## src/rtl/fse_pkg.sv

```systemverilog
// Shared types and constants for the firmware sysex block encoder.
// No dependencies; every rtl file imports this package.
`default_nettype none
package fse_pkg;

  localparam logic [7:0] SYSEX_START = 8'hF0;
  localparam logic [7:0] SYSEX_END   = 8'hF7;
  localparam logic [7:0] PAD_BYTE    = 8'hFF;

  localparam int CFG_IDX_W  = 3;
  localparam int CFG_DATA_W = 7;
  localparam int POS_W      = 7;
  localparam int ADDR_W     = 28;
  localparam int SEQ_W      = 4;

  localparam int QDEPTH = 4;
  localparam int QAW    = 2;

  localparam logic [CFG_IDX_W-1:0] CFG_VENDOR_FIRST  = 3'd0;
  localparam logic [CFG_IDX_W-1:0] CFG_VENDOR_SECOND = 3'd1;
  localparam logic [CFG_IDX_W-1:0] CFG_DEVICE_NUMBER = 3'd2;
  localparam logic [CFG_IDX_W-1:0] CFG_BLOCK_OPCODE  = 3'd3;
  localparam logic [CFG_IDX_W-1:0] CFG_SUM_OPCODE    = 3'd4;

  typedef enum logic [1:0] {
    CMD_DATA = 2'd0,
    CMD_PAD  = 2'd1,
    CMD_END  = 2'd2,
    CMD_NONE = 2'd3
  } cmd_t;

  typedef struct packed {
    logic [6:0] vendor_first;
    logic [6:0] vendor_second;
    logic [6:0] device_number;
    logic [6:0] block_opcode;
    logic [6:0] sum_opcode;
  } cfg_t;

  // One queued item: which segments to send plus the data they need.
  typedef struct packed {
    logic              is_end;
    logic              head;
    logic [2:0]        n_grp;
    logic              close;
    logic [6:0]        top;
    logic [6:0][6:0]   grp;
    logic [6:0]        xsum;
    logic [ADDR_W-1:0] addr;
    logic [15:0]       len;
    logic [15:0]       sum;
  } job_t;

endpackage
`default_nettype wire

```

## src/rtl/fse_front.sv

```systemverilog
// Front end: accepts items, tracks block/group state, builds jobs.
// Depends on fse_pkg.
`default_nettype none
module fse_front #(
  parameter int BLOCK_BYTES = 64
) (
  input  wire logic         clk,
  input  wire logic         rst_n,
  input  wire fse_pkg::cfg_t cfg,
  input  wire logic         acc,
  input  wire logic [1:0]   command,
  input  wire logic [7:0]   data_byte,
  output logic              push,
  output fse_pkg::job_t     job
);
  import fse_pkg::*;

  localparam logic [POS_W-1:0] POS_LAST = POS_W'(BLOCK_BYTES - 1);
  localparam logic [6:0]       BB7      = 7'(BLOCK_BYTES);

  logic [POS_W-1:0]  pos_r;
  logic [2:0]        slot_r;
  logic [6:0]        top_r;
  logic [6:0]        xor_r;
  logic [ADDR_W-1:0] addr_r;
  logic [15:0]       len_r;
  logic [15:0]       sum_r;
  logic              fin_r;
  logic [6:0][6:0]   grp_r;

  logic [7:0]   b;
  logic         head, grp6, close, blk, endi;
  logic [6:0]   xbase, x1, xfin, top_new;
  logic [2:0]   n;
  logic [6:0][6:0] grp_snap;

  always_comb begin
    endi = acc && !fin_r && (command == CMD_END);
    blk  = acc && !fin_r && ((command == CMD_DATA) || (command == CMD_PAD));
    b    = (command == CMD_DATA) ? data_byte : PAD_BYTE;
    head = (pos_r == '0);
    xbase = head ? (cfg.block_opcode ^ BB7 ^ addr_r[6:0] ^ addr_r[13:7]
                    ^ addr_r[20:14] ^ addr_r[27:21]) : xor_r;
    x1 = xbase ^ b[6:0];
    top_new = top_r | (7'(b[7]) << slot_r);
    grp6  = (slot_r == 3'd6);
    close = (pos_r == POS_LAST);
    n = grp6 ? 3'd7 : (close ? slot_r + 3'd1 : 3'd0);
    xfin = (n != 3'd0) ? (x1 ^ top_new) : x1;
    grp_snap = grp_r;
    grp_snap[slot_r] = b[6:0];

    job.is_end = endi;
    job.head   = head;
    job.n_grp  = n;
    job.close  = close;
    job.top    = top_new;
    job.grp    = grp_snap;
    job.xsum   = xfin;
    job.addr   = addr_r;
    job.len    = len_r;
    job.sum    = sum_r;
    push = endi || (blk && (head || (n != 3'd0) || close));
  end

  always_ff @(posedge clk) begin
    if (!rst_n) begin
      pos_r  <= '0;
      slot_r <= '0;
      top_r  <= '0;
      xor_r  <= '0;
      addr_r <= '0;
      len_r  <= '0;
      sum_r  <= '0;
      fin_r  <= 1'b0;
    end else if (endi) begin
      fin_r  <= 1'b1;
      pos_r  <= '0;
      slot_r <= '0;
      top_r  <= '0;
      xor_r  <= '0;
    end else if (blk) begin
      top_r  <= (n != 3'd0) ? 7'd0 : top_new;
      xor_r  <= close ? 7'd0 : xfin;
      pos_r  <= close ? '0 : pos_r + POS_W'(1);
      slot_r <= (close || grp6) ? 3'd0 : slot_r + 3'd1;
      if (close) addr_r <= addr_r + ADDR_W'(BLOCK_BYTES);
      if (command == CMD_DATA) begin
        len_r <= len_r + 16'd1;
        sum_r <= sum_r + {8'd0, data_byte};
      end
    end
  end

  // group store has no reset: every entry is written before it is sent
  always_ff @(posedge clk) begin
    if (blk) grp_r[slot_r] <= b[6:0];
  end

endmodule
`default_nettype wire

```

## src/rtl/fse_queue.sv

```systemverilog
// Small register FIFO of jobs between front and back end.
// Depends on fse_pkg.
`default_nettype none
module fse_queue (
  input  wire logic          clk,
  input  wire logic          rst_n,
  input  wire logic          push,
  input  wire fse_pkg::job_t wr_job,
  input  wire logic          pop,
  output fse_pkg::job_t      rd_job,
  output logic               empty,
  output logic               full
);
  import fse_pkg::*;

  job_t           q_r [QDEPTH];
  logic [QAW-1:0] wp_r, rp_r;
  logic [QAW:0]   cnt_r;

  assign empty  = (cnt_r == '0);
  assign full   = (cnt_r == (QAW+1)'(QDEPTH));
  assign rd_job = q_r[rp_r];

  always_ff @(posedge clk) begin
    if (!rst_n) begin
      wp_r  <= '0;
      rp_r  <= '0;
      cnt_r <= '0;
    end else begin
      if (push) wp_r <= wp_r + QAW'(1);
      if (pop)  rp_r <= rp_r + QAW'(1);
      if (push && !pop)      cnt_r <= cnt_r + (QAW+1)'(1);
      else if (pop && !push) cnt_r <= cnt_r - (QAW+1)'(1);
    end
  end

  always_ff @(posedge clk) begin
    if (push) q_r[wp_r] <= wr_job;
  end

endmodule
`default_nettype wire

```

## src/rtl/fse_back.sv

```systemverilog
// Back end: walks the head job one byte per beat into the output register.
// Depends on fse_pkg.
`default_nettype none
module fse_back #(
  parameter int BLOCK_BYTES = 64
) (
  input  wire logic          clk,
  input  wire logic          rst_n,
  input  wire fse_pkg::cfg_t cfg,
  input  wire fse_pkg::job_t job,
  input  wire logic          empty,
  output logic               pop,
  output logic               out_valid,
  input  wire logic          out_stall,
  output logic [7:0]         out_byte,
  output logic               out_last_of_run,
  output logic               out_message_end
);
  import fse_pkg::*;

  localparam logic [6:0] BB7 = 7'(BLOCK_BYTES);

  logic [SEQ_W-1:0] p_r;
  logic             ov_r;
  logic [7:0]       ob_r;
  logic             ol_r, oe_r;

  logic [SEQ_W-1:0] hlen, glen, total, q, r;
  logic [7:0]       byte_c;
  logic             last_c, mend_c, adv;
  logic [6:0]       f5, f6, f7, f8, f9, opc;

  always_comb begin
    hlen  = job.head ? SEQ_W'(10) : SEQ_W'(0);
    glen  = (job.n_grp != 3'd0) ? SEQ_W'(job.n_grp) + SEQ_W'(1) : SEQ_W'(0);
    total = job.is_end ? SEQ_W'(11)
                       : hlen + glen + (job.close ? SEQ_W'(2) : SEQ_W'(0));
    q = p_r - hlen;
    r = q - glen;
    opc = job.is_end ? cfg.sum_opcode : cfg.block_opcode;
    f5  = job.is_end ? job.len[6:0]          : BB7;
    f6  = job.is_end ? job.len[13:7]         : job.addr[6:0];
    f7  = job.is_end ? {5'd0, job.len[15:14]} : job.addr[13:7];
    f8  = job.is_end ? job.sum[6:0]          : job.addr[20:14];
    f9  = job.is_end ? job.sum[13:7]         : job.addr[27:21];
    mend_c = 1'b0;
    if (job.is_end || p_r < hlen) begin
      case (p_r)
        4'd0:    byte_c = SYSEX_START;
        4'd1:    byte_c = {1'b0, cfg.vendor_first};
        4'd2:    byte_c = {1'b0, cfg.vendor_second};
        4'd3:    byte_c = {1'b0, cfg.device_number};
        4'd4:    byte_c = {1'b0, opc};
        4'd5:    byte_c = {1'b0, f5};
        4'd6:    byte_c = {1'b0, f6};
        4'd7:    byte_c = {1'b0, f7};
        4'd8:    byte_c = {1'b0, f8};
        4'd9:    byte_c = {1'b0, f9};
        default: begin
          byte_c = SYSEX_END;
          mend_c = 1'b1;
        end
      endcase
    end else if (q < glen) begin
      byte_c = (q == '0) ? {1'b0, job.top} : {1'b0, job.grp[3'(q - SEQ_W'(1))]};
    end else if (r == '0) begin
      byte_c = {1'b0, job.xsum};
    end else begin
      byte_c = SYSEX_END;
      mend_c = 1'b1;
    end
    last_c = (p_r == total - SEQ_W'(1));
    adv    = !ov_r || !out_stall;
    pop    = adv && !empty && last_c;
  end

  always_ff @(posedge clk) begin
    if (!rst_n) begin
      p_r  <= '0;
      ov_r <= 1'b0;
    end else if (adv) begin
      ov_r <= !empty;
      if (!empty) p_r <= last_c ? '0 : p_r + SEQ_W'(1);
    end
  end

  always_ff @(posedge clk) begin
    if (adv && !empty) begin
      ob_r <= byte_c;
      ol_r <= last_c;
      oe_r <= mend_c;
    end
  end

  assign out_valid       = ov_r;
  assign out_byte        = ob_r;
  assign out_last_of_run = ol_r;
  assign out_message_end = oe_r;

endmodule
`default_nettype wire

```

## src/rtl/firmware_sysex_block_encoder.sv

```systemverilog
// Top level of the firmware sysex block encoder: config registers, front,
// job queue and back end. Depends on fse_pkg, fse_front, fse_queue, fse_back.
//
//   channel | ports                                   | direction
//   in      | in_valid in_stall in_command in_data_byte | item in
//   out     | out_valid out_stall out_byte              | byte out
//           | out_last_of_run out_message_end           |
//   cfg     | cfg_we cfg_index cfg_data                 | write only
//
// The front takes one item per cycle while the 4-entry job queue has room.
// The back sends one byte per cycle while out_stall is low; an item produces
// 0 to 11 bytes, about 1.34 bytes per item over a 64-byte block.
// Reset is synchronous; stall on the output only fills the queue, then in_stall.
`default_nettype none
module firmware_sysex_block_encoder #(
  parameter int BLOCK_BYTES = 64
) (
  input  wire logic                             clk,
  input  wire logic                             rst_n,
  input  wire logic                             cfg_we,
  input  wire logic [fse_pkg::CFG_IDX_W-1:0]    cfg_index,
  input  wire logic [fse_pkg::CFG_DATA_W-1:0]   cfg_data,
  input  wire logic                             in_valid,
  output logic                                  in_stall,
  input  wire logic [1:0]                       in_command,
  input  wire logic [7:0]                       in_data_byte,
  output logic                                  out_valid,
  input  wire logic                             out_stall,
  output logic [7:0]                            out_byte,
  output logic                                  out_last_of_run,
  output logic                                  out_message_end
);
  import fse_pkg::*;

  cfg_t cfg_r;
  job_t wr_job, rd_job;
  logic push, pop, empty, full;

  always_ff @(posedge clk) begin
    if (!rst_n) begin
      cfg_r <= '0;
    end else if (cfg_we) begin
      case (cfg_index)
        CFG_VENDOR_FIRST:  cfg_r.vendor_first  <= cfg_data;
        CFG_VENDOR_SECOND: cfg_r.vendor_second <= cfg_data;
        CFG_DEVICE_NUMBER: cfg_r.device_number <= cfg_data;
        CFG_BLOCK_OPCODE:  cfg_r.block_opcode  <= cfg_data;
        CFG_SUM_OPCODE:    cfg_r.sum_opcode    <= cfg_data;
        default: ;
      endcase
    end
  end

  assign in_stall = full;

  fse_front #(.BLOCK_BYTES(BLOCK_BYTES)) u_front (
    .clk       (clk),
    .rst_n     (rst_n),
    .cfg       (cfg_r),
    .acc       (in_valid && !in_stall),
    .command   (in_command),
    .data_byte (in_data_byte),
    .push      (push),
    .job       (wr_job)
  );

  fse_queue u_queue (
    .clk    (clk),
    .rst_n  (rst_n),
    .push   (push),
    .wr_job (wr_job),
    .pop    (pop),
    .rd_job (rd_job),
    .empty  (empty),
    .full   (full)
  );

  fse_back #(.BLOCK_BYTES(BLOCK_BYTES)) u_back (
    .clk             (clk),
    .rst_n           (rst_n),
    .cfg             (cfg_r),
    .job             (rd_job),
    .empty           (empty),
    .pop             (pop),
    .out_valid       (out_valid),
    .out_stall       (out_stall),
    .out_byte        (out_byte),
    .out_last_of_run (out_last_of_run),
    .out_message_end (out_message_end)
  );

endmodule
`default_nettype wire
```

## config.mk

```make
export PLATFORM = sky130hd
export DESIGN_NAME = firmware_sysex_block_encoder
export DESIGN_NICKNAME = d
export VERILOG_FILES = /design/src/rtl/fse_pkg.sv /design/src/rtl/fse_front.sv /design/src/rtl/fse_queue.sv /design/src/rtl/fse_back.sv /design/src/rtl/firmware_sysex_block_encoder.sv
export SDC_FILE = /design/constraint.sdc
export NUM_CORES = 1
export LEC_CHECK = 0
export BUFFER_PORTS_ARGS = -buffer_cell sky130_fd_sc_hd__buf_4
export CAP_MARGIN = 0
export CORE_AREA = 2 2 219 221
export DETAILED_ROUTE_END_ITERATION = 16
export DIE_AREA = 0 0 221 223
export HOLD_SLACK_MARGIN = 0.15
export PLACE_DENSITY = 0.79
export RECOVER_POWER = 50
export SLEW_MARGIN = 10
export SYNTH_ARGS = -nofsm -noshare
export SYNTH_HDL_FRONTEND = slang
export SYNTH_HIERARCHICAL = 1
export SYNTH_SLANG_ARGS = --single-unit
```

## constraint.sdc

```tcl
create_clock -name clk -period 8.9 [get_ports clk]
set_clock_uncertainty 0.1 [all_clocks]
set_input_delay 1.78 -clock clk [delete_from_list [all_inputs] [get_ports clk]]
set_output_delay 1.78 -clock clk [all_outputs]
set_load 0.03 [all_outputs]
```

==> metrics.cfg, run 1 <==
[logic_synthesis]
netlist_area_um2=28870
syn_area_per_cell_um2=16.11
yosys_warnings=6
syn_inst=1792

[setup_path]
critPathMaxFanout=63
worstSetupEndpointType=register
cpMostUsedCell=clkbuf_1
r2r_cells=21
crit_path_start_kind=input port
cp_cell_sequence=clkbuf_1 -> clkbuf_1 -> nand2_1 -> mux2i_1
crit_arrival_ns=6.37
critPathMaxStageDelay_ns=1.89
critical_path_class=input port to register
startpoint=rst_n
cp_slowest_cell=clkbuf_1
cp_data_required_time_ns=9.31

[floorplan]
fp.dieArea_um2=49280
die_x_um=221
core.rowCount=80
start_util_pct=61.24
core_um2=47150
die_h_um=223
io_pins=37

[timing]
max_freq_mhz=167.8
timing.final.crit_share_pct=66.97
setup_viol=0
fin_crit_ns=5.960
finalHoldViolCount=0
rsz0062_at_grt=false
slew_viol_final=121
relSlewSlack_pct=-70.61
finalSetupTns_ns=0
hold_slack_ns=0.3526
worst_pin_slew_ns=2.559

[routing]
vias=16170
antenna_left=0
wire_per_inst_um=25.31
routed_wl_mm=63.27
dr.pass1.iters=6
drc=0
vias_per_cell=6.467
drtIter0Drc=2280

[clock_network]
postCtsSetupBuffers=0
clkSlewWorstSetupHoldPaths_ns=0.06
cts-root-buf=clkbuf_16
cts_sinks=693
cts_made_buffers=68
cts_max_level=3
cts_hold_buf=0
cts_tree=yes
insertion_delay_ns=0.61
cts_resized=0
clockBufferDepth=3

[final_layout]
n_antenna_cell=0
drive_above_1_share_pct=15.97
multi_input_area_um2=8710
seqCellArea_um2=19560
layout_common_cells=567 x edfxtp_1, 134 x mux4_2, 129 x nand2_1, 124 x dfxtp_1, 69 x clkbuf_16
nets=1893
filler_cell_count=3015
mostFrequentLayoutCell=edfxtp_1
syn_to_final_growth_pct=9.954

[grt]
grt_pass1_vias=15930
grt_pass1_wl_mm=96.62
antenna_found_initial=0
track_usage_pct=25.81
overflow=0
grt_max_degree=65

[pwr]
ir_drop_mv=0.1911
p_total_w=0.008118
p_leak_nw=10.64
power_density_nw_per_um2=255.7

[run_status]
run_status=finished, violations left
violations=max-capacitance violations, max-slew violations

[placement]
hpwl_mm=37.11
io_buffers=36
gp_congestion=0.8647

[min_path]
hp-start=u_front/top_r[1]
whs_path_depth=2
min-delay-path-class=register to register

[run]
cap_violations=2

through the flow:
step	worst slack [ns]	instance area (um^2)	std cells	util, %
6_report	2.940	31750	2500	67.34
5_1_grt	2.535	31750	2500	67.34
4_1_cts	3.404	31820	2500	67.49
3_5_place_dp	3.174	29620	2375	62.82
3_3_place_gp	3.189	29610	2375	62.81
2_1_floorplan	0.7508	28890	1797	-
layer usage:
| metal | GRT usage (%) | wire (um) | part of all wire [%] | vias up |
|---|---|---|---|---|
| met1 | 37.81 | 25470 | 40 | 8160 |
| met3 | 4.978 | 6412 | 10 | 116 |
| li1 | - | - | - | 7017 |
| met4 | 7.967 | 1495 | 2.4 | 0 |
| met2 | 39.90 | 29890 | 47 | 874 |
| met5 | 0 | 0 | 0 | - |
report_power, final:
part | internal, W | switching, W | leakage, nW
clock | 0.00164 | 0.00120 | 1.08
combinational | 0.000516 | 0.000881 | 3.33
sequential | 0.00378 | 0.0000979 | 6.23
total | 0.00594 | 0.00218 | 10.6
sequential cells by signal (all words and copies together), names as in the netlist, 4 cells and up, named ones only:
name	flops
cfg_r	35
u_back/out_byte	8
u_back/p_r	4
u_front/addr_r	22
u_front/grp_r	49
u_front/len_r	16
u_front/pos_r	7
u_front/sum_r	14
u_front/top_r	7
u_front/xor_r	7
u_queue/q_r	508
area by class of cell:
| type | count | share of cell area, % |
|---|---|---|
| Tap cell | 615 | 2.424 |
| Clock inverter | 32 | 1.021 |
| Inverter | 33 | 0.3902 |
| Multi-Input combinational cell | 973 | 27.43 |
| Timing Repair Buffer | 61 | 1.218 |
| Clock buffer | 93 | 5.912 |
| Sequential cell | 693 | 61.60 |
worst max-delay path: cells and delay by family:
| kind | cells | cell delay (ns) |
|---|---|---|
| buffers and inverters | 2 | 3.66 |
| multiplexers | 1 | 0.28 |
| AND/OR/NAND/NOR | 1 | 0.63 |
worst paths after layout:
| kind | end | slack [ns] |
|---|---|---|
| hold / removal | u_front/top_r[1] | 0.35 |
| setup / recovery | cfg_r[19] | 2.94 |
| hold reg to reg | u_front/top_r[1] | 0.35 |
| setup reg to reg | u_queue/cnt_r[2] | 3.41 |
No activity file was read; power rests on OpenSTA's default activity.
==> inputs of run 2 (changes only) <==
==> constraint.sdc (replaced) <==
create_clock -name clk -period 5.8 [get_ports clk]
set_clock_uncertainty 0.1 [all_clocks]
set_input_delay 1.16 -clock clk [delete_from_list [all_inputs] [get_ports clk]]
set_output_delay 1.16 -clock clk [all_outputs]
set_load 0.03 [all_outputs]
==> run 2 against run 1 <==
Net effect:
- the flow still finishes with violations (max-capacitance violations, max-slew violations)
- hold slack hardly changed
- setup slack got worse by 2.1 ns
- die area unchanged
- combinational power rose by 56%
- first-iteration DRC count is 18% lower
- largest power group unchanged
- clock-buffer cell count fell by 2
- register-to-register slack lost 2.6 ns
- final cell count grew 0.32%
- largest cell class unchanged
- cell area up 0.68%
- global-route usage fell by 0.26 points
- non-clock buffer count rose by 6
- sequential share of layout area down 0.42 points
==> metrics.cfg, run 2 (synthesis results as in run 1) <==
[pwr]
ir_drop_mv=0.4694  ; +150%
p_leak_nw=10.75  ; +1.0%
power_density_nw_per_um2=393.7  ; +54%

[clock_network]
cts_hold_buf=0  ; unchanged
cts_tree=yes
insertion_delay_ns=0.60  ; about the same
postCtsSetupBuffers=0  ; unchanged
cts-root-buf=clkbuf_16
cts_resized=0  ; unchanged
clockBufferDepth=3  ; unchanged
cts_sinks=693  ; unchanged
cts_max_level=3  ; unchanged
clkSlewWorstSetupHoldPaths_ns=0.06  ; about the same
cts_made_buffers=70  ; +2.9%

[final_layout]
largest_reg_flops=508  ; unchanged
final_cell_area_um2=31960  ; +0.68%
nets=1901  ; +0.42%
n_antenna_cell=0  ; unchanged
mostFrequentLayoutCell=edfxtp_1
reg_top3=u_queue/q_r: 508 flops, u_front/grp_r: 49 flops, cfg_r: 35 flops
final_cells=2508  ; +0.32%
layout_common_cells=567 x edfxtp_1, 134 x mux4_2, 129 x nand2_1, 124 x dfxtp_1, 72 x clkbuf_16
filler_cell_count=3015  ; unchanged
multi_input_area_um2=8691  ; -0.22%
drive_above_1_share_pct=16.38  ; +0.41 points
seqCellArea_um2=19560  ; unchanged
syn_to_final_growth_pct=10.70
regMostFlops=u_queue/q_r

[timing]
setup_viol=0  ; unchanged
hold_slack_ns=0.3528  ; +0.0001750 ns
slew_viol_final=91  ; -25%
rsz0062_at_grt=false
finalHoldViolCount=0  ; unchanged
fin_crit_ns=4.969
relSlewSlack_pct=-53.99  ; +17 points
worst_pin_slew_ns=2.292  ; -0.2670 ns
timing.final.crit_share_pct=85.68
layout_setup_ws_ns=0.8308  ; -2.109 ns
max_freq_mhz=201.2

[grt]
track_usage_pct=25.56  ; -0.26 points
antenna_found_initial=1  ; +1
grt_pass1_wl_mm=95.80  ; -0.85%
grt_pass1_vias=16190  ; +1.7%
grt_max_degree=99  ; +52%
overflow=0  ; unchanged

[routing]
drc=0  ; unchanged
dr.pass1.iters=5  ; -1
vias=16170  ; +0.0062%
routed_wl_mm=62.60  ; -1.1%
wire_per_inst_um=24.96  ; -1.4%
vias_per_cell=6.447  ; -0.31%
drtIter0Drc=1864  ; -18%
antenna_left=0  ; unchanged

[setup_path]
crit_path_start_kind=register
cp_slowest_cell=mux4_2
cp_cell_sequence=mux4_2 -> inv_1 -> ha_1 -> nor2b_1 -> nand2b_1 -> fa_1 -> nor2b_1 -> ha_1 -> xor2_1 -> xnor2_1 -> nand2_1 -> and4b_4 -> nor2_1 -> nor2_1 -> inv_1 -> ha_1 -> inv_1 -> fa_1 -> xor2_1 -> or3_1 -> a21boi_0
critical_path_class=register to register
cp_data_required_time_ns=6.21  ; -3.10 ns
critPathMaxFanout=7  ; -89%
critPathMaxStageDelay_ns=0.60  ; -1.29 ns
crit_arrival_ns=5.38  ; -0.99 ns
worstSetupEndpointType=register

[floorplan]
fp.dieArea_um2=49280  ; unchanged
core.rowCount=80  ; unchanged
die_h_um=223  ; unchanged
io_pins=37  ; unchanged
start_util_pct=61.24  ; unchanged
die_x_um=221  ; unchanged
core_um2=47150  ; unchanged

[placement]
gp_congestion=0.8738  ; +1.1%
io_buffers=36  ; unchanged
place_area_um2=29770  ; +0.52%
hpwl_mm=37.88  ; +2.1%
post-place-ws_ns=0.8126  ; -2.362 ns
dp.cells=2381  ; +0.25%

[min_path]
min-delay-path-class=register to register

[run_status]
run_status=finished, violations left
violations=max-capacitance violations, max-slew violations

[run]
cap_violations=4  ; +2

-- run 2: changes by cell type in the layout (fill, tap and decap cells not counted), moves of 3 or more --
cell	change
buf_12	+9
buf_4	-4
clkbuf_8	-3
and2_1	+7
and2_0	-7
clkinv_2	+6
clkbuf_16	+3
-- run 2: metrics by stage --
stage	TNS [ns]	total power [W]	util, %
detailed placement	0	0.008209	63.15
CTS	0	0.01267	67.99
finish	0	0.01258	67.80
global route	0	0.01301	67.80
floorplan	-171.48	0.007524	-
global placement	0	0.008138	63.15
-- run 2: cell type report --
class / instances / area share [%]
flip-flops and latches: 693 / 61.18
well taps: 615 / 2.407
clock buffers: 91 / 5.954
repair buffers: 67 / 1.695
multi-input cells: 973 / 27.19
clock inverters: 36 / 1.182
inverters: 33 / 0.3875
-- run 2: final timing paths --
| check | from | cells past startpoint | slack (ns) | endpoint |
|---|---|---|---|---|
| min | u_front/top_r[5] | 2 | 0.35 | u_front/top_r[5] |
| min reg2reg | u_front/top_r[5] | 2 | 0.35 | u_front/top_r[5] |
| max | register | 21 | 0.83 | u_queue/cnt_r[2] |
| max reg2reg | register | 21 | 0.83 | u_queue/cnt_r[2] |
-- run 2: worst max-delay path, delay by kind of cell, from the launching register on --
| family | cells | cell delay [ns] |
|---|---|---|
| compound gates | 1 | 0.17 |
| fa+ha+maj | 5 | 1.35 |
| mux | 1 | 0.60 |
| flops | 1 | 0.42 |
| xor+xnor | 3 | 0.47 |
| buf+inv | 3 | 0.23 |
| simple gates | 8 | 1.54 |
-- run 2: where the power goes --
group	internal (W)	switching, W	leakage (nW)
logic	0.000813	0.00137	3.39
clock network	0.00264	0.00185	1.12
registers	0.00580	0.000120	6.23
-- run 2: per-layer routing --
layer  vias to the layer above  track usage (%)  routed length, um
li1                       7053                -                  -
met1                      8147            35.99              25060
met2                       871            39.82              29870
met3                        97            6.295               6302
met4                         0            8.227               1355
met5                         -                0                  0
